--- src/sv/prime_field_alu_defines.svh ---
// assertion macros for the prime field alu
// expects clk_i and rst_ni in the scope where a macro is used
`ifndef PRIME_FIELD_ALU_DEFINES_SVH
`define PRIME_FIELD_ALU_DEFINES_SVH

// property holds on every clock edge out of reset
`define PFA_ASSERT(lbl, prop, msg) \
  lbl: assert property (@(posedge clk_i) disable iff (!rst_ni) prop) else $error(msg);

// condition never seen on a clock edge out of reset
`define PFA_ASSERT_NEVER(lbl, cond, msg) \
  lbl: assert property (@(posedge clk_i) disable iff (!rst_ni) !(cond)) else $error(msg);

`endif

--- src/sv/pfa_pkg.sv ---
// types and constants of the prime field alu
// no dependencies
`default_nettype none

package pfa_pkg;

  localparam int unsigned FIELD_W = 16;

  localparam logic [FIELD_W-1:0] MODULUS_RESET = 16'd65521;

  // operation codes
  localparam logic [2:0] OP_ADD = 3'd0;
  localparam logic [2:0] OP_SUB = 3'd1;
  localparam logic [2:0] OP_NEG = 3'd2;
  localparam logic [2:0] OP_MUL = 3'd3;
  localparam logic [2:0] OP_DIV = 3'd4;

  typedef struct packed {
    logic [2:0]         operation;
    logic [FIELD_W-1:0] operand_a;
    logic [FIELD_W-1:0] operand_b;
  } pfa_in_t;

  typedef struct packed {
    logic [FIELD_W-1:0] result_value;
    logic               divide_by_zero;
    logic               operands_equal;
    logic               a_is_zero;
  } pfa_out_t;

endpackage

`default_nettype wire

--- src/sv/prime_field_alu.sv ---
// top level of the prime field alu: sequencer, modulus register, result register
// depends on pfa_pkg, pfa_mulmod, pfa_inverse and prime_field_alu_defines.svh
`default_nettype none
`include "prime_field_alu_defines.svh"

// One operation in the integers modulo p per item, p held in the modulus
// register (reset 65521, only its low VALUE_WIDTH bits count). A beat is taken
// when start is high and busy is low; if p is at least 2, busy then stays high
// until the result beat, which sits on result_o for exactly one cycle with
// result_valid_o high. The receiver cannot stall: a result that is not taken
// in that cycle is gone. Both operands are reduced first by two bit-serial
// reduction lanes, one bit a cycle. Add, subtract and negate then compute on
// the reduced operands and register the result; multiply adds a bit-serial
// pass of the shared multiplier. Divide runs the extended euclid unit between
// reduction and multiply. A divide whose b reduces to zero returns as fast as
// an add; one with no inverse returns right after the euclid unit, skipping
// the multiply. With p below 2 every operand is zero and the result comes in
// the cycle after start. busy is low in the cycle of the result beat, so the
// next item may start there. The modulus port is always ready and may be
// written only while idle.

module prime_field_alu #(
  parameter int unsigned VALUE_WIDTH = 16
) (
  input  logic            clk_i,
  input  logic            rst_ni,
  // item channel
  input  logic            start,
  output logic            busy,
  input  pfa_pkg::pfa_in_t  item_i,
  // result channel
  output logic            result_valid_o,
  output pfa_pkg::pfa_out_t result_o,
  // modulus write channel
  input  logic            cfg_valid_i,
  output logic            cfg_ready_o,
  input  logic [15:0]     cfg_data_i
);

  import pfa_pkg::*;

  localparam int unsigned W = VALUE_WIDTH;

  typedef enum logic [2:0] {
    S_IDLE,
    S_REDUCE,
    S_ALU,
    S_INV,
    S_MUL
  } alu_state_e;

  alu_state_e         state_q;
  logic [FIELD_W-1:0] modulus_q;
  logic [2:0]         op_q;
  logic [W-1:0]       a_q, b_q;
  pfa_out_t           out_q;
  logic               strobe_q;

  // field widths versus internal width: zero extend then slice
  logic [W+FIELD_W-1:0] p_ext, a_in_ext, b_in_ext, fin_ext;
  logic [W-1:0]         p_w, a_in, b_in;
  logic                 p_ok;
  logic                 accept;

  assign p_ext    = {{W{1'b0}}, modulus_q};
  assign a_in_ext = {{W{1'b0}}, item_i.operand_a};
  assign b_in_ext = {{W{1'b0}}, item_i.operand_b};
  assign p_w      = p_ext[W-1:0];
  assign a_in     = a_in_ext[W-1:0];
  assign b_in     = b_in_ext[W-1:0];
  assign p_ok     = p_w > W'(1);

  assign busy        = (state_q != S_IDLE);
  assign accept      = start && !busy;
  assign cfg_ready_o = 1'b1;

  // reduction lanes: x mod p as 1 * x through the serial multiplier
  logic         red_start;
  logic         red_a_done, red_b_done;
  logic [W-1:0] red_a, red_b;

  assign red_start = accept && p_ok;

  pfa_mulmod #(.W(W)) u_red_a (
    .clk_i   (clk_i),
    .rst_ni  (rst_ni),
    .start_i (red_start),
    .p_i     (p_w),
    .x_i     (W'(1)),
    .y_i     (a_in),
    .done_o  (red_a_done),
    .prod_o  (red_a)
  );

  pfa_mulmod #(.W(W)) u_red_b (
    .clk_i   (clk_i),
    .rst_ni  (rst_ni),
    .start_i (red_start),
    .p_i     (p_w),
    .x_i     (W'(1)),
    .y_i     (b_in),
    .done_o  (red_b_done),
    .prod_o  (red_b)
  );

  // inverse of b for divide
  logic         inv_start, inv_done, inv_ok;
  logic [W-1:0] inv_val;

  assign inv_start = (state_q == S_ALU) && (op_q == OP_DIV) && (b_q != '0);

  pfa_inverse #(.W(W)) u_inverse (
    .clk_i   (clk_i),
    .rst_ni  (rst_ni),
    .start_i (inv_start),
    .p_i     (p_w),
    .b_i     (b_q),
    .done_o  (inv_done),
    .ok_o    (inv_ok),
    .inv_o   (inv_val)
  );

  // shared multiplier: a * b for multiply, a * inverse for divide
  logic         mul_start, mul_done;
  logic [W-1:0] mul_y, mul_res;

  assign mul_start = ((state_q == S_ALU) && (op_q == OP_MUL)) ||
                     ((state_q == S_INV) && inv_done && inv_ok);
  assign mul_y     = (state_q == S_INV) ? inv_val : b_q;

  pfa_mulmod #(.W(W)) u_mul (
    .clk_i   (clk_i),
    .rst_ni  (rst_ni),
    .start_i (mul_start),
    .p_i     (p_w),
    .x_i     (a_q),
    .y_i     (mul_y),
    .done_o  (mul_done),
    .prod_o  (mul_res)
  );

  // combinational ops on reduced operands
  logic [W:0]   sum;
  logic [W-1:0] add_res, sub_res, neg_res;

  assign sum     = {1'b0, a_q} + {1'b0, b_q};
  assign add_res = (sum >= {1'b0, p_w}) ? W'(sum - {1'b0, p_w}) : sum[W-1:0];
  // wraps in W bits, true value is below p
  assign sub_res = (a_q < b_q) ? (a_q - b_q + p_w) : (a_q - b_q);
  assign neg_res = (a_q == '0) ? '0 : (p_w - a_q);

  // result of whatever finishes this cycle
  logic [W-1:0] fin_val;
  logic         fin_dbz;
  pfa_out_t     fin_out;
  pfa_out_t     small_out;

  always_comb begin
    fin_val = '0;
    fin_dbz = 1'b0;
    unique case (state_q)
      S_ALU: begin
        unique case (op_q)
          OP_ADD:  fin_val = add_res;
          OP_SUB:  fin_val = sub_res;
          OP_NEG:  fin_val = neg_res;
          OP_DIV:  fin_dbz = 1'b1;
          default: fin_val = '0;
        endcase
      end
      S_INV:   fin_dbz = 1'b1;
      S_MUL:   fin_val = mul_res;
      default: fin_val = '0;
    endcase
  end

  assign fin_ext                = {{FIELD_W{1'b0}}, fin_val};
  assign fin_out.result_value   = fin_ext[FIELD_W-1:0];
  assign fin_out.divide_by_zero = fin_dbz;
  assign fin_out.operands_equal = (a_q == b_q);
  assign fin_out.a_is_zero      = (a_q == '0);

  // p below 2: both operands reduce to zero
  assign small_out.result_value   = '0;
  assign small_out.divide_by_zero = (item_i.operation == OP_DIV);
  assign small_out.operands_equal = 1'b1;
  assign small_out.a_is_zero      = 1'b1;

  always_ff @(posedge clk_i or negedge rst_ni) begin
    if (!rst_ni) begin
      state_q   <= S_IDLE;
      strobe_q  <= 1'b0;
      modulus_q <= MODULUS_RESET;
    end else begin
      strobe_q <= 1'b0;
      if (cfg_valid_i && cfg_ready_o) begin
        modulus_q <= cfg_data_i;
      end
      unique case (state_q)
        S_IDLE: begin
          if (accept) begin
            op_q <= item_i.operation;
            if (p_ok) begin
              state_q <= S_REDUCE;
            end else begin
              out_q    <= small_out;
              strobe_q <= 1'b1;
            end
          end
        end
        S_REDUCE: begin
          if (red_a_done && red_b_done) begin
            a_q     <= red_a;
            b_q     <= red_b;
            state_q <= S_ALU;
          end
        end
        S_ALU: begin
          if (op_q == OP_MUL) begin
            state_q <= S_MUL;
          end else if (inv_start) begin
            state_q <= S_INV;
          end else begin
            out_q    <= fin_out;
            strobe_q <= 1'b1;
            state_q  <= S_IDLE;
          end
        end
        S_INV: begin
          if (inv_done) begin
            if (inv_ok) begin
              state_q <= S_MUL;
            end else begin
              // b shares a factor with p, no inverse
              out_q    <= fin_out;
              strobe_q <= 1'b1;
              state_q  <= S_IDLE;
            end
          end
        end
        S_MUL: begin
          if (mul_done) begin
            out_q    <= fin_out;
            strobe_q <= 1'b1;
            state_q  <= S_IDLE;
          end
        end
        default: state_q <= S_IDLE;
      endcase
    end
  end

  assign result_valid_o = strobe_q;
  assign result_o       = out_q;

  // range check of a delivered result against the modulus
  logic [W+FIELD_W-1:0] res_chk, p_chk;

  assign res_chk = {{W{1'b0}}, result_o.result_value};
  assign p_chk   = {{FIELD_W{1'b0}}, p_w};

  `PFA_ASSERT_NEVER(a_strobe_while_busy, result_valid_o && busy, "result beat while busy")
  `PFA_ASSERT(a_small_modulus_fast, accept && !p_ok |=> result_valid_o, "p below 2 not immediate")
  `PFA_ASSERT(a_dbz_only_divide, result_valid_o && result_o.divide_by_zero |-> op_q == OP_DIV, "dbz without divide")
  `PFA_ASSERT(a_result_in_field, result_valid_o && p_ok |-> res_chk < p_chk, "result not below p")
  `PFA_ASSERT_NEVER(a_mul_start_busy, mul_start && (state_q == S_MUL), "multiplier restarted")

endmodule

`default_nettype wire

--- src/sv/pfa_mulmod.sv ---
// bit-serial modular multiplier, msb first double-and-add, one bit per cycle
// standalone, no package; x_i must be below p_i and held while busy
`default_nettype none

module pfa_mulmod #(
  parameter int unsigned W = 16
) (
  input  logic         clk_i,
  input  logic         rst_ni,
  input  logic         start_i,
  input  logic [W-1:0] p_i,
  input  logic [W-1:0] x_i,
  input  logic [W-1:0] y_i,
  output logic         done_o,
  output logic [W-1:0] prod_o
);

  localparam int unsigned CW = $clog2(W);

  logic          busy_q;
  logic          done_q;
  logic [CW-1:0] cnt_q;
  logic [W-1:0]  acc_q, acc_d;
  logic [W-1:0]  y_q;

  logic [W+1:0]  v, v1, v2, p1, p2;

  // 2*acc + bit*x stays below 3p, so at most two subtractions of p
  assign p1 = {2'b00, p_i};
  assign p2 = {1'b0, p_i, 1'b0};
  assign v  = {1'b0, acc_q, 1'b0} + (y_q[W-1] ? {2'b00, x_i} : '0);
  assign v1 = v - p1;
  assign v2 = v - p2;

  always_comb begin
    if (v >= p2) begin
      acc_d = v2[W-1:0];
    end else if (v >= p1) begin
      acc_d = v1[W-1:0];
    end else begin
      acc_d = v[W-1:0];
    end
  end

  always_ff @(posedge clk_i or negedge rst_ni) begin
    if (!rst_ni) begin
      busy_q <= 1'b0;
      done_q <= 1'b0;
      cnt_q  <= '0;
    end else begin
      done_q <= 1'b0;
      if (!busy_q) begin
        if (start_i) begin
          busy_q <= 1'b1;
          cnt_q  <= CW'(W - 1);
        end
      end else begin
        cnt_q <= cnt_q - 1'b1;
        if (cnt_q == '0) begin
          busy_q <= 1'b0;
          done_q <= 1'b1;
        end
      end
    end
  end

  always_ff @(posedge clk_i) begin
    if (!busy_q && start_i) begin
      acc_q <= '0;
      y_q   <= y_i;
    end else if (busy_q) begin
      acc_q <= acc_d;
      y_q   <= {y_q[W-2:0], 1'b0};
    end
  end

  assign done_o = done_q;
  assign prod_o = acc_q;

endmodule

`default_nettype wire

--- src/sv/pfa_inverse.sv ---
// modular inverse by extended euclid, quotients found by shift and subtract
// standalone, no package; b_i nonzero and below p_i, p_i at least 2
`default_nettype none

module pfa_inverse #(
  parameter int unsigned W = 16
) (
  input  logic         clk_i,
  input  logic         rst_ni,
  input  logic         start_i,
  input  logic [W-1:0] p_i,
  input  logic [W-1:0] b_i,
  output logic         done_o,
  output logic         ok_o,
  output logic [W-1:0] inv_o
);

  // bezout coefficients stay within +-p, shifted ones within +-2p
  localparam int unsigned TW = W + 3;
  localparam int unsigned KW = $clog2(W);

  typedef enum logic [2:0] {
    I_IDLE,
    I_CHECK,
    I_ALIGN,
    I_SUB,
    I_FIX
  } inv_state_e;

  inv_state_e           state_q;
  logic                 done_q;
  logic                 ok_q;
  logic [W-1:0]         inv_q;
  logic [W-1:0]         r0_q, r1_q;
  logic [W:0]           d_q;
  logic signed [TW-1:0] t0_q, t1_q, e_q;
  logic [KW-1:0]        k_q;

  logic                 dbl_fits, sub_fits;
  logic [W-1:0]         r0_sub;
  logic signed [TW-1:0] t0_sub, p_t, t_fix;

  assign p_t      = $signed({{(TW-W){1'b0}}, p_i});
  assign dbl_fits = {d_q, 1'b0} <= {2'b00, r0_q};
  assign sub_fits = d_q <= {1'b0, r0_q};
  assign r0_sub   = r0_q - d_q[W-1:0];
  assign t0_sub   = t0_q - e_q;

  always_comb begin
    if (t0_q < 0) begin
      t_fix = t0_q + p_t;
    end else if (t0_q >= p_t) begin
      t_fix = t0_q - p_t;
    end else begin
      t_fix = t0_q;
    end
  end

  always_ff @(posedge clk_i or negedge rst_ni) begin
    if (!rst_ni) begin
      state_q <= I_IDLE;
      done_q  <= 1'b0;
      ok_q    <= 1'b0;
      k_q     <= '0;
    end else begin
      done_q <= 1'b0;
      unique case (state_q)
        I_IDLE: begin
          if (start_i) begin
            r0_q    <= p_i;
            r1_q    <= b_i;
            t0_q    <= '0;
            t1_q    <= {{(TW-1){1'b0}}, 1'b1};
            state_q <= I_CHECK;
          end
        end
        I_CHECK: begin
          if (r1_q == '0) begin
            state_q <= I_FIX;
          end else begin
            d_q     <= {1'b0, r1_q};
            e_q     <= t1_q;
            k_q     <= '0;
            state_q <= I_ALIGN;
          end
        end
        I_ALIGN: begin
          if (dbl_fits) begin
            d_q <= {d_q[W-1:0], 1'b0};
            e_q <= e_q <<< 1;
            k_q <= k_q + 1'b1;
          end else begin
            state_q <= I_SUB;
          end
        end
        I_SUB: begin
          if (k_q == '0) begin
            // remainder and new coefficient rotate into place
            r0_q    <= r1_q;
            t0_q    <= t1_q;
            r1_q    <= sub_fits ? r0_sub : r0_q;
            t1_q    <= sub_fits ? t0_sub : t0_q;
            state_q <= I_CHECK;
          end else begin
            if (sub_fits) begin
              r0_q <= r0_sub;
              t0_q <= t0_sub;
            end
            d_q <= {1'b0, d_q[W:1]};
            e_q <= e_q >>> 1;
            k_q <= k_q - 1'b1;
          end
        end
        I_FIX: begin
          ok_q    <= (r0_q == W'(1));
          inv_q   <= t_fix[W-1:0];
          done_q  <= 1'b1;
          state_q <= I_IDLE;
        end
        default: state_q <= I_IDLE;
      endcase
    end
  end

  assign done_o = done_q;
  assign ok_o   = ok_q;
  assign inv_o  = inv_q;

endmodule

`default_nettype wire
--- config.mk ---
export PLATFORM = sky130hd
export DESIGN_NAME = prime_field_alu
export DESIGN_NICKNAME = d
export VERILOG_FILES = /design/src/sv/pfa_pkg.sv /design/src/sv/prime_field_alu.sv /design/src/sv/pfa_mulmod.sv /design/src/sv/pfa_inverse.sv
export VERILOG_INCLUDE_DIRS = /design/src /design/src/sv
export SDC_FILE = /design/constraint.sdc
export NUM_CORES = 1
export LEC_CHECK = 0
export BUFFER_PORTS_ARGS = -buffer_cell sky130_fd_sc_hd__buf_2
export CAP_MARGIN = 5
export CORE_MARGIN = 5
export CORE_UTILIZATION = 30
export DETAILED_ROUTE_END_ITERATION = 6
export GPL_ROUTABILITY_DRIVEN = 0
export GPL_TIMING_DRIVEN = 0
export RECOVER_POWER = 50
export SYNTH_ARGS = -nofsm -noshare
export SYNTH_HDL_FRONTEND = slang
export SYNTH_SLANG_ARGS = --single-unit
--- constraint.sdc ---
create_clock -name clk_i -period 4.7 [get_ports clk_i]
set_clock_uncertainty 0.1 [all_clocks]
set_input_delay 0.47 -clock clk_i [delete_from_list [all_inputs] [get_ports clk_i]]
set_output_delay 0.47 -clock clk_i [all_outputs]
set_load 0.005 [all_outputs]
== Yosys cells after proc, flatten, opt, wreduce, memory -nomap -nowiden ==
Index checks and enable logic that the tools add are counted.

* Add/sub/neg operators: 23
* Magnitude comparators: 13
* Equal/unequal tests: 30
* Multiplexer cells: 101
* Bitwise gates (word level): 1
* Reduce and logical (&&, ||, !) cells: 48

{| class="wikitable"
|+ Operator list
! cell !! number
|-
| 16-bit two-way mux || 24
|-
| 19-bit two-way mux || 14
|-
| 16-bit subtractor || 11
|-
| 16-bit one-hot mux with 2 select lines || 3
|-
| 19-bit one-hot mux with 2 select lines || 2
|-
| 19-bit one-hot mux with 4 select lines || 1
|-
| 19-bit one-hot mux with 3 select lines || 1
|-
| 18-bit by 16-bit greater-or-equal comparator with 1-bit output || 3
|-
| 18-bit by 17-bit greater-or-equal comparator with 1-bit output || 3
|-
| 17-bit two-way mux || 3
|-
| 17-bit one-hot mux with 3 select lines || 1
|-
| 16-bit one-hot mux with 3 select lines || 1
|-
| 17-bit by 1-bit adder with 18-bit output || 2
|-
| 3-bit two-way mux || 11
|-
| 16-bit adder || 2
|-
| 16-bit logical NOT || 2
|-
| 4-bit two-way mux || 8
|-
| 1-bit two-way mux || 25
|-
| 2-bit inequality test (second input constant) || 11
|-
| 19-bit by 17-bit greater-or-equal comparator with 1-bit output || 1
|-
| 19-bit by 1-bit less-than comparator with 1-bit output (second input constant) || 1
|-
| 19-bit subtractor || 1
|-
| 17-bit by 16-bit adder with 18-bit output || 1
|-
| 3-bit by 2-bit equality test with 1-bit output (second input constant) || 6
|-
| 35 further kinds || 78
|}

* Bits in registers: 319
* Logic and storage cells: 253

== Longest topological paths before layout ==
Gate-level depths: netlist of the first run.

* Depth after elaboration: 8
* Mapped depth: 22
* Mapped depth without buffers: 21

== Cells and area by module ==
From an unflattened synthesis of the first run, not the netlist that was laid out.

* Cells, all modules: 3372
* Area total of the unflattened synthesis: 30003.8 µm²

{| class="wikitable"
|+ Modules (own cells, without submodules)
! module !! instances !! cells an instance !! area an instance (µm²) !! seq. area each (µm²)
|-
| pfa_mulmod || 3 || 462 || 4070.2 || 950.9
|-
| pfa_inverse || 1 || 1156 || 10513.8 || 3888.7
|-
| prime_field_alu || 1 || 830 || 7279.5 || 2138.3
|}

== Worst setup path before layout of the first run ==
OpenSTA, ideal clock, no wires.

* Path kind: reg-to-reg
* From: reg state_q[0]
* To: reg a_q[0] (enable)
* Setup time: 0.513 ns
* Data arrival time: 4.123 ns
* Data required time: 4.087 ns
* Path slack: -0.035 ns
* Cell stages (with the launch flop): 4
* Buffers on the path: 1
* Clock period less this slack: 4.735 ns
* Cell sequence: dfrtp_1 clkbuf_1 nand3_1 nor4b_1

* Cells in the longest elaborated chain, start to end: 2

{| class="wikitable"
|+ Ends and longest elaborated chain
! element !! line !! RTL
|-
| from (decl) || prime_field_alu.sv:52 || <nowiki>alu_state_e state_q;</nowiki>
|-
| from (signal assigned) || prime_field_alu.sv:191 || <nowiki>state_q <= S_IDLE;</nowiki>
|-
| from (signal assigned) || prime_field_alu.sv:204 || <nowiki>state_q <= S_REDUCE;</nowiki>
|-
| from (signal assigned) || prime_field_alu.sv:215 || <nowiki>state_q <= S_ALU;</nowiki>
|-
| 3-bit by 1-bit equality test with 1-bit output || prime_field_alu.sv:199 || <nowiki>unique case (state_q)</nowiki>
|-
| 3-bit AND reduction (no line) || - ||
|-
| to (signal assigned) || prime_field_alu.sv:213 || <nowiki>a_q <= red_a;</nowiki>
|-
| to (decl) || prime_field_alu.sv:55 || <nowiki>logic [W-1:0] a_q, b_q;</nowiki>
|}

No other way between the ends.
A chain may end at the register's enable or synchronous reset.

== Worst setup path after layout of the first run ==
* From: reg a_q[6]
* To: reg out_q, in the netlist result_o[17] (data pin)

* Cells in the longest elaborated chain, start to end: 8

{| class="wikitable"
|+ Ends and longest elaborated chain
! element !! line !! RTL
|-
| 16-bit subtractor / 16-bit by 16-bit adder with 17-bit output (equally long branches) || prime_field_alu.sv:149, prime_field_alu.sv:146 ||
|-
| 16-bit adder, or another cell as far along || prime_field_alu.sv:149 || <nowiki>assign sub_res = (a_q < b_q) ? (a_q - b_q + p_w) : (a_q - b_q);</nowiki>
|-
| 16-bit two-way mux (on tied branches) || prime_field_alu.sv:149, prime_field_alu.sv:147 ||
|-
| 16-bit one-hot mux with 3 select lines * || prime_field_alu.sv:163 || <nowiki>unique case (op_q)</nowiki>
|-
| 16-bit one-hot mux with 2 select lines * || prime_field_alu.sv:161 || <nowiki>unique case (state_q)</nowiki>
|-
| 19-bit two-way mux (on tied branches) || prime_field_alu.sv:231, prime_field_alu.sv:221 ||
|-
| 19-bit two-way mux (on tied branches) || prime_field_alu.sv:230, prime_field_alu.sv:219 ||
|-
| 19-bit one-hot mux with 4 select lines * || prime_field_alu.sv:199 ||
|-
| to (signal assigned) || prime_field_alu.sv:206 || <nowiki>out_q <= small_out;</nowiki>
|-
| to (signal assigned) || prime_field_alu.sv:235 || <nowiki>out_q <= fin_out;</nowiki>
|-
| to (signal assigned) || prime_field_alu.sv:243 || <nowiki>out_q <= fin_out;</nowiki>
|-
| to (decl) || prime_field_alu.sv:56 || <nowiki>pfa_out_t out_q;</nowiki>
|}

Every way passes the cells marked *; elsewhere a longest branch is shown, timed or not. The select of a mux whose other input is x is not followed.

==> results of run 1 <==
==> area by class of cell <==
| cell class | instances | area (sq um) |
|---|---|---|
| fillers | 9194 | 58100 |
| clock buffers | 54 | 1110 |
| plain buffers | 112 | 502 |
| clock inverters | 21 | 255 |
| multi-input cells | 2410 | 17600 |
| flip-flops and latches | 319 | 8880 |
| repair buffers | 174 | 1190 |
| inverters | 195 | 739 |
| well taps | 1176 | 1470 |
==> layer usage <==
metal / part of all wire (%) / up-vias / routed length, microns / GRT usage (%)
met4: 4.0 / 0 / 3780 / 6.61
li1: - / 11629 / - / -
met5: 0 / - / 0 / 0
met2: 44 / 1050 / 41500 / 29.1
met3: 8.1 / 186 / 7600 / 3.04
met1: 44 / 11756 / 40800 / 25.2
==> worst min path at each step <==
stage	depth (start not counted)	start	endpoint	slack, ns
2_1_floorplan	0	rst_ni	modulus_q[1]	0.07
3_3_place_gp	1	u_red_b.cnt_q[0]	u_red_b.cnt_q[0]	0.39
3_5_place_dp	0	u_red_b.prod_o[15]	b_q[15]	0.39
4_1_cts	3	cfg_valid_i	modulus_q[15]	0.02
5_1_grt	3	cfg_valid_i	modulus_q[15]	0.03
6_report	3	cfg_valid_i	modulus_q[15]	0.04
==> state kept, by name (all words and copies together), names as in the netlist, 17 cells and up <==
register        cells
u_inverse.e_q      19
result_o           19
u_inverse.t1_q     19
u_inverse.d_q      17
u_inverse.t0_q     19
==> worst reg2reg max path, cell delays in order (launching register included) <==
cell	delay [ns]
edfxtp_1	0.51
ha_1	0.35
or4_4	0.58
o2111ai_4	0.26
o311a_1	0.23
o31ai_2	0.09
a21oi_1	0.19
xor2_1	0.26
ha_1	0.30
a2111o_1	0.42
a31oi_4	0.20
o311ai_4	0.22
buf_6	0.21
buf_4	0.13
a32o_1	0.22
a2111o_1	0.40
==> cells by family after synthesis <==
logic type	synth area share, %
buffers and inverters	4.44
other	0.0138
adder cells (fa/ha/maj)	14.7
AND/OR/NAND/NOR	15.0
AO/OA/AOI/OAI	21.3
XOR/XNOR	6.53
flip-flops	32.8
multiplexers	5.22
==> cell usage after synthesis, types with 42 or more instances <==
cell / number / area [sq um]
dfxtp_1: 48 / 961
mux2_2: 42 / 473
edfxtp_1: 224 / 6730
xnor2_1: 143 / 1250
o21ai_0: 250 / 1250
nor2b_1: 51 / 319
ha_1: 291 / 3640
nor3_1: 63 / 315
mux2i_1: 94 / 941
inv_1: 193 / 724
a21o_1: 69 / 518
nand3_1: 51 / 255
nand2_1: 247 / 927
nor2_1: 243 / 912
xor2_1: 59 / 517
a21oi_1: 235 / 1180
clkbuf_1: 93 / 349
==> power by group <==
group / switching [mW] / internal (mW) / total [mW] / leakage, nW
clock network: 1.32 / 1.95 / 3.27 / 0.656
registers: 0.892 / 4.21 / 5.11 / 3.08
logic: 6.42 / 4.45 / 10.9 / 9.37
total: 8.64 / 10.6 / 19.3 / 13.1
==> repair_timing <==
item	CTS	global route
hold buffers	8	0
cloned	0	1
setup endpoints to repair	78	45
hold endpoints to repair	18	0
resized for setup	74	83
pin swaps	32	38
buffers inserted	50	32
==> stage by stage <==
step / instance area, sq um / worst slack, ns / std cells / utilization, %
after floorplan: 27100 / 0.102 / 3040 / -
after global placement: 28900 / -1.21 / 4291 / 32.2
after detailed placement: 29100 / -1.13 / 4300 / 32.4
after CTS: 31300 / -0.123 / 4430 / 34.8
after global routing: 31800 / -0.318 / 4461 / 35.4
final: 31800 / -0.225 / 4461 / 35.4
==> results_dict.tcl, run 1 <==
set metrics [dict create \
    path_clk_slew_ns 0.06 \
    synth_nets 3403 \
    crit_arrival_ns 5.12 \
    layout_worst_path_cycle_share_pct 105 \
    routed_wl_microns 93700 \
    relSlewSlack_pct -25.3 \
    port_buffers 75 \
    drtIter0Drc 2327 \
    cts_max_level 2 \
    syn-mean-instance-area_sq_um 8.91 \
    cp.depth 15 \
    worstMarginPinSlew_ns 1.88 \
    die_h_microns 311 \
    vias_per_cell 5.52 \
    reg2reg_depth 15 \
    worstSkewPairLatency_ns 0.58 \
    cellLeakagePower_nw 13.1 \
    min_path_type "input pin to flop" \
    critPathTopFamily "compound AO/OA/AOI/OAI gates" \
    ir_drop_mv 0.351 \
    slowest_stage "or4_4" \
    boundaryPins 77 \
    fin_crit_ns 4.92 \
    area_growth_pct 17.4 \
    nNetsFinal 3616 \
    track_usage_pct 18.3 \
    rsz0062_at_grt "true" \
    failed_checks "capacitance limit, slew limit, setup timing" \
    grt_max_degree 31 \
    slew_viol_final 64 \
    cp.buffers_inverters 2 \
    synth_edf_count 224 \
    worstPathMaxFanout 8 \
    drv_cap 4 \
    outcome "finished with violations" \
    layout_commonest_cell "ha_1" \
    rows 110 \
    core-area_sq_mm 0.0899 \
    ys_warn_count 0 \
    clock_sinks 319 \
    die_w_microns 311 \
    ant_nets 0 \
    layout_setup_ws_ns -0.225 \
    antenna_found_initial 0 \
    grt_pass1_wl_microns 139000 \
    hold_viol 0 \
    r2r-start "a_q[6]" \
    power_mw 19.3 \
    required_ns 4.90 \
    wl_per_cell_microns 21.0 \
    cts_buffers 41 \
    cts_tree "built" \
    r2r-end "result_o[17]" \
    dieArea_sq_mm 0.0964 \
    initial_core_util_pct 30.1 \
    drc 0 \
    setup_viol 20 \
    netlist_area_sq_mm 0.0271 \
    grt.overflow.total 0 \
    fmax_mhz 203 \
    hold_ws_ns 0.0384 \
    dr.pass1.iters 6 \
    synth_flop_cell "edfxtp_1" \
    worstSetupStartpoint "a_q[6]" \
    syn_inst 3040 \
    critPathCaptureType "flop" \
    seq_area_frac_synth_pct 32.8 \
    insertedDiodeCount 0 \
    fin_setup_tns_ns -2.22 \
    start_kind "flop" \
    p_per_area_mw_per_mm2 605 \
    dpl.hpwl_microns 69400 \
    layout_common_cells "ha_1, nand2_1, nor2_1, o21ai_0, a21oi_1" \
    grt_pass1_vias 23231 \
    crit_chain "ha_1 > or4_4 > o2111ai_4 > o311a_1 > o31ai_2 > a21oi_1 > xor2_1 > ha_1 > a2111o_1 > a31oi_4 > o311ai_4 > buf_6 > buf_4 > a32o_1 > a2111o_1" \
    ys_ff_latch 319 \
    async_flop_share_pct 14.7 \
    path_class "flop to flop" \
    max_stage_delay_ns 0.58 \
    final_layout_size_suffix_gt1_share_pct 12.0 \
    crit_path_end "result_o[17]" \
    cts.path.max_buffers 3 \
    r2r_slack_ns -0.22 \
    dr_total_vias 24621 \
    netlist-cell-type-count 87 \
    root_buffer "clkbuf_16" \
]
No activity file was read; power rests on OpenSTA's default activity.
==> run 2, diff against run 1 <==
--- a/config.mk
+++ b/config.mk
@@ -14,6 +14,7 @@
 export GPL_ROUTABILITY_DRIVEN = 0
 export GPL_TIMING_DRIVEN = 0
 export RECOVER_POWER = 50
+export REMOVE_ABC_BUFFERS = 1
 export SYNTH_ARGS = -nofsm -noshare
 export SYNTH_HDL_FRONTEND = slang
 export SYNTH_SLANG_ARGS = --single-unit
==> results_dict.tcl, run 2 (synthesis results as in run 1) <==
set metrics [dict create \
    drc 2 \
    antenna_found_initial 9 \
    final_layout_size_suffix_gt1_share_pct 11.6 \
    routed_wl_microns 85200 \
    dieArea_sq_mm 0.0964 \
    fin_crit_ns 4.85 \
    track_usage_pct 16.8 \
    rsz0062_at_grt "true" \
    p_sw_share_pct 44.5 \
    p_int_mw 10.3 \
    required_ns 4.88 \
    cellLeakagePower_nw 12.8 \
    dr_total_vias 23435 \
    worstPathMaxFanout 5 \
    ant_nets 0 \
    grt_pass1_vias 22160 \
    cts_tree "built" \
    worstMarginPinSlew_ns 2.05 \
    layout_worst_path_cycle_share_pct 103 \
    boundaryPins 77 \
    slew_viol_final 110 \
    cts.path.max_buffers 3 \
    area_growth_pct 14.8 \
    cts_buffers 39 \
    power.share.clock_pct 16.0 \
    port_buffers 75 \
    cts_max_level 2 \
    grt.overflow.total 0 \
    die_w_microns 311 \
    die_h_microns 311 \
    grt_pass1_wl_microns 129000 \
    fmax_mhz 206 \
    setup_viol 12 \
    nNetsFinal 3479 \
    clock_sinks 319 \
    layout_common_cells "ha_1, nand2_1, nor2_1, o21ai_0, edfxtp_1" \
    wl_per_cell_microns 19.7 \
    start_kind "flop" \
    core-area_sq_mm 0.0899 \
    rows 110 \
    min_path_type "input pin to flop" \
    hold_viol 0 \
    worstSkewPairLatency_ns 0.59 \
    outcome "finished with violations" \
    drtIter0Drc 1803 \
    vias_per_cell 5.42 \
    combinationalPowerShare_pct 56.1 \
    dp_slack_ns -1.01 \
    root_buffer "clkbuf_16" \
    initial_core_util_pct 30.1 \
    failed_checks "DRC, capacitance limit, slew limit, setup timing" \
    dr.pass1.iters 7 \
    path_clk_slew_ns 0.06 \
    p_per_area_mw_per_mm2 597 \
    critPathCaptureType "flop" \
    drv_cap 5 \
    fin_setup_tns_ns -1.15 \
    layout_commonest_cell "ha_1" \
    relSlewSlack_pct -36.7 \
    crit_arrival_ns 5.03 \
    dpl.hpwl_microns 63200 \
    p_switching_mw 8.27 \
    path_class "flop to flop" \
    sequentialPowerShare_pct 27.9 \
    ir_drop_mv 0.302 \
    grt_max_degree 54 \
    layout_setup_ws_ns -0.145 \
]
## run 2: cell types whose count changed in the layout (fill, tap and decap cells not counted), moves of 5 or more
cell and change:
clkbuf_1 -95, buf_4 -32, a21oi_1 -7, a21oi_2 +7
buf_1 -6, buf_12 +5, inv_1 +5
## run 2: worst paths after layout
kind	from	slack, ns	to	cells after the start
max	a_q[1]	-0.15	result_o[5]	17
min	cfg_data_i[3]	0.04	modulus_q[3]	3
max reg2reg	a_q[1]	-0.15	result_o[5]	17
min reg2reg	u_red_b.cnt_q[3]	0.39	u_red_b.done_o	1
max in group asynchronous	rst_ni	3.48	u_red_b.cnt_q[3]	2
min in group asynchronous	rst_ni	0.43	u_inverse.k_q[0]	2
## run 2: layout make-up
cell class	count	area, sq um
fillers	9164	58800
multi-input cells	2411	17700
flip-flops and latches	319	8880
well taps	1176	1470
repair buffers	150	1110
clock buffers	46	1030
inverters	195	736
clock inverters	26	190
diodes	4	10.0
## run 2: repair_timing
action / 4_1_cts / 5_1_grt
endpoints found under the hold margin: 37 / 0
setup buffers: 27 / 27
pin swaps: 26 / 37
endpoints found under the setup margin: 58 / 46
gates resized for setup: 64 / 75
cloned: 1 / 1
hold buffers: 4 / 0
## run 2: worst max-delay path, cell delays in order (launching register included)
cell and delay, ns:
edfxtp_1 0.48, buf_6 0.17, ha_4 0.21, nand2b_4 0.15, a221oi_4 0.30, o2111ai_2 0.23
o311a_4 0.38, o31ai_4 0.28, a21oi_2 0.09, xor2_1 0.16, ha_1 0.31, a2111o_1 0.42
a31oi_4 0.21, buf_4 0.18, o311ai_4 0.16, mux2_2 0.31, a222oi_1 0.22, o21ai_1 0.20
## run 2: layer usage
layer  up-vias  wire length (microns)  GRT usage, %
met5         -                     48             0
li1      11387                      -             -
met3       201                   5960          3.09
met4         8                   4060          7.28
met1     11112                  38200          22.9
met2       727                  37000          26.0
## run 2: power groups by stage
stage | clock network, mW | registers, mW | logic [mW]
floorplan | 0 | 4.83 | 7.86
global placement | 0 | 5.30 | 9.86
detailed placement | 0 | 5.24 | 10.1
CTS | 3.07 | 5.19 | 10.3
global route | 3.17 | 5.28 | 11.7
finish | 2.98 | 5.19 | 10.4
## run 2: through the flow
stage / instances / util (%) / area [sq um] / hold WS, ns / total power, mW
finish: 4327 / 34.6 / 31100 / 0.0387 / 18.6
global route: 4324 / 34.6 / 31100 / 0.0375 / 20.1
CTS: 4295 / 34.1 / 30600 / 0.000184 / 18.5
detailed placement: 4191 / 32.0 / 28800 / 0.385 / 15.4
global placement: 4175 / 31.7 / 28500 / 0.378 / 15.2
floorplan: 2924 / - / 26600 / 0.0744 / 12.7
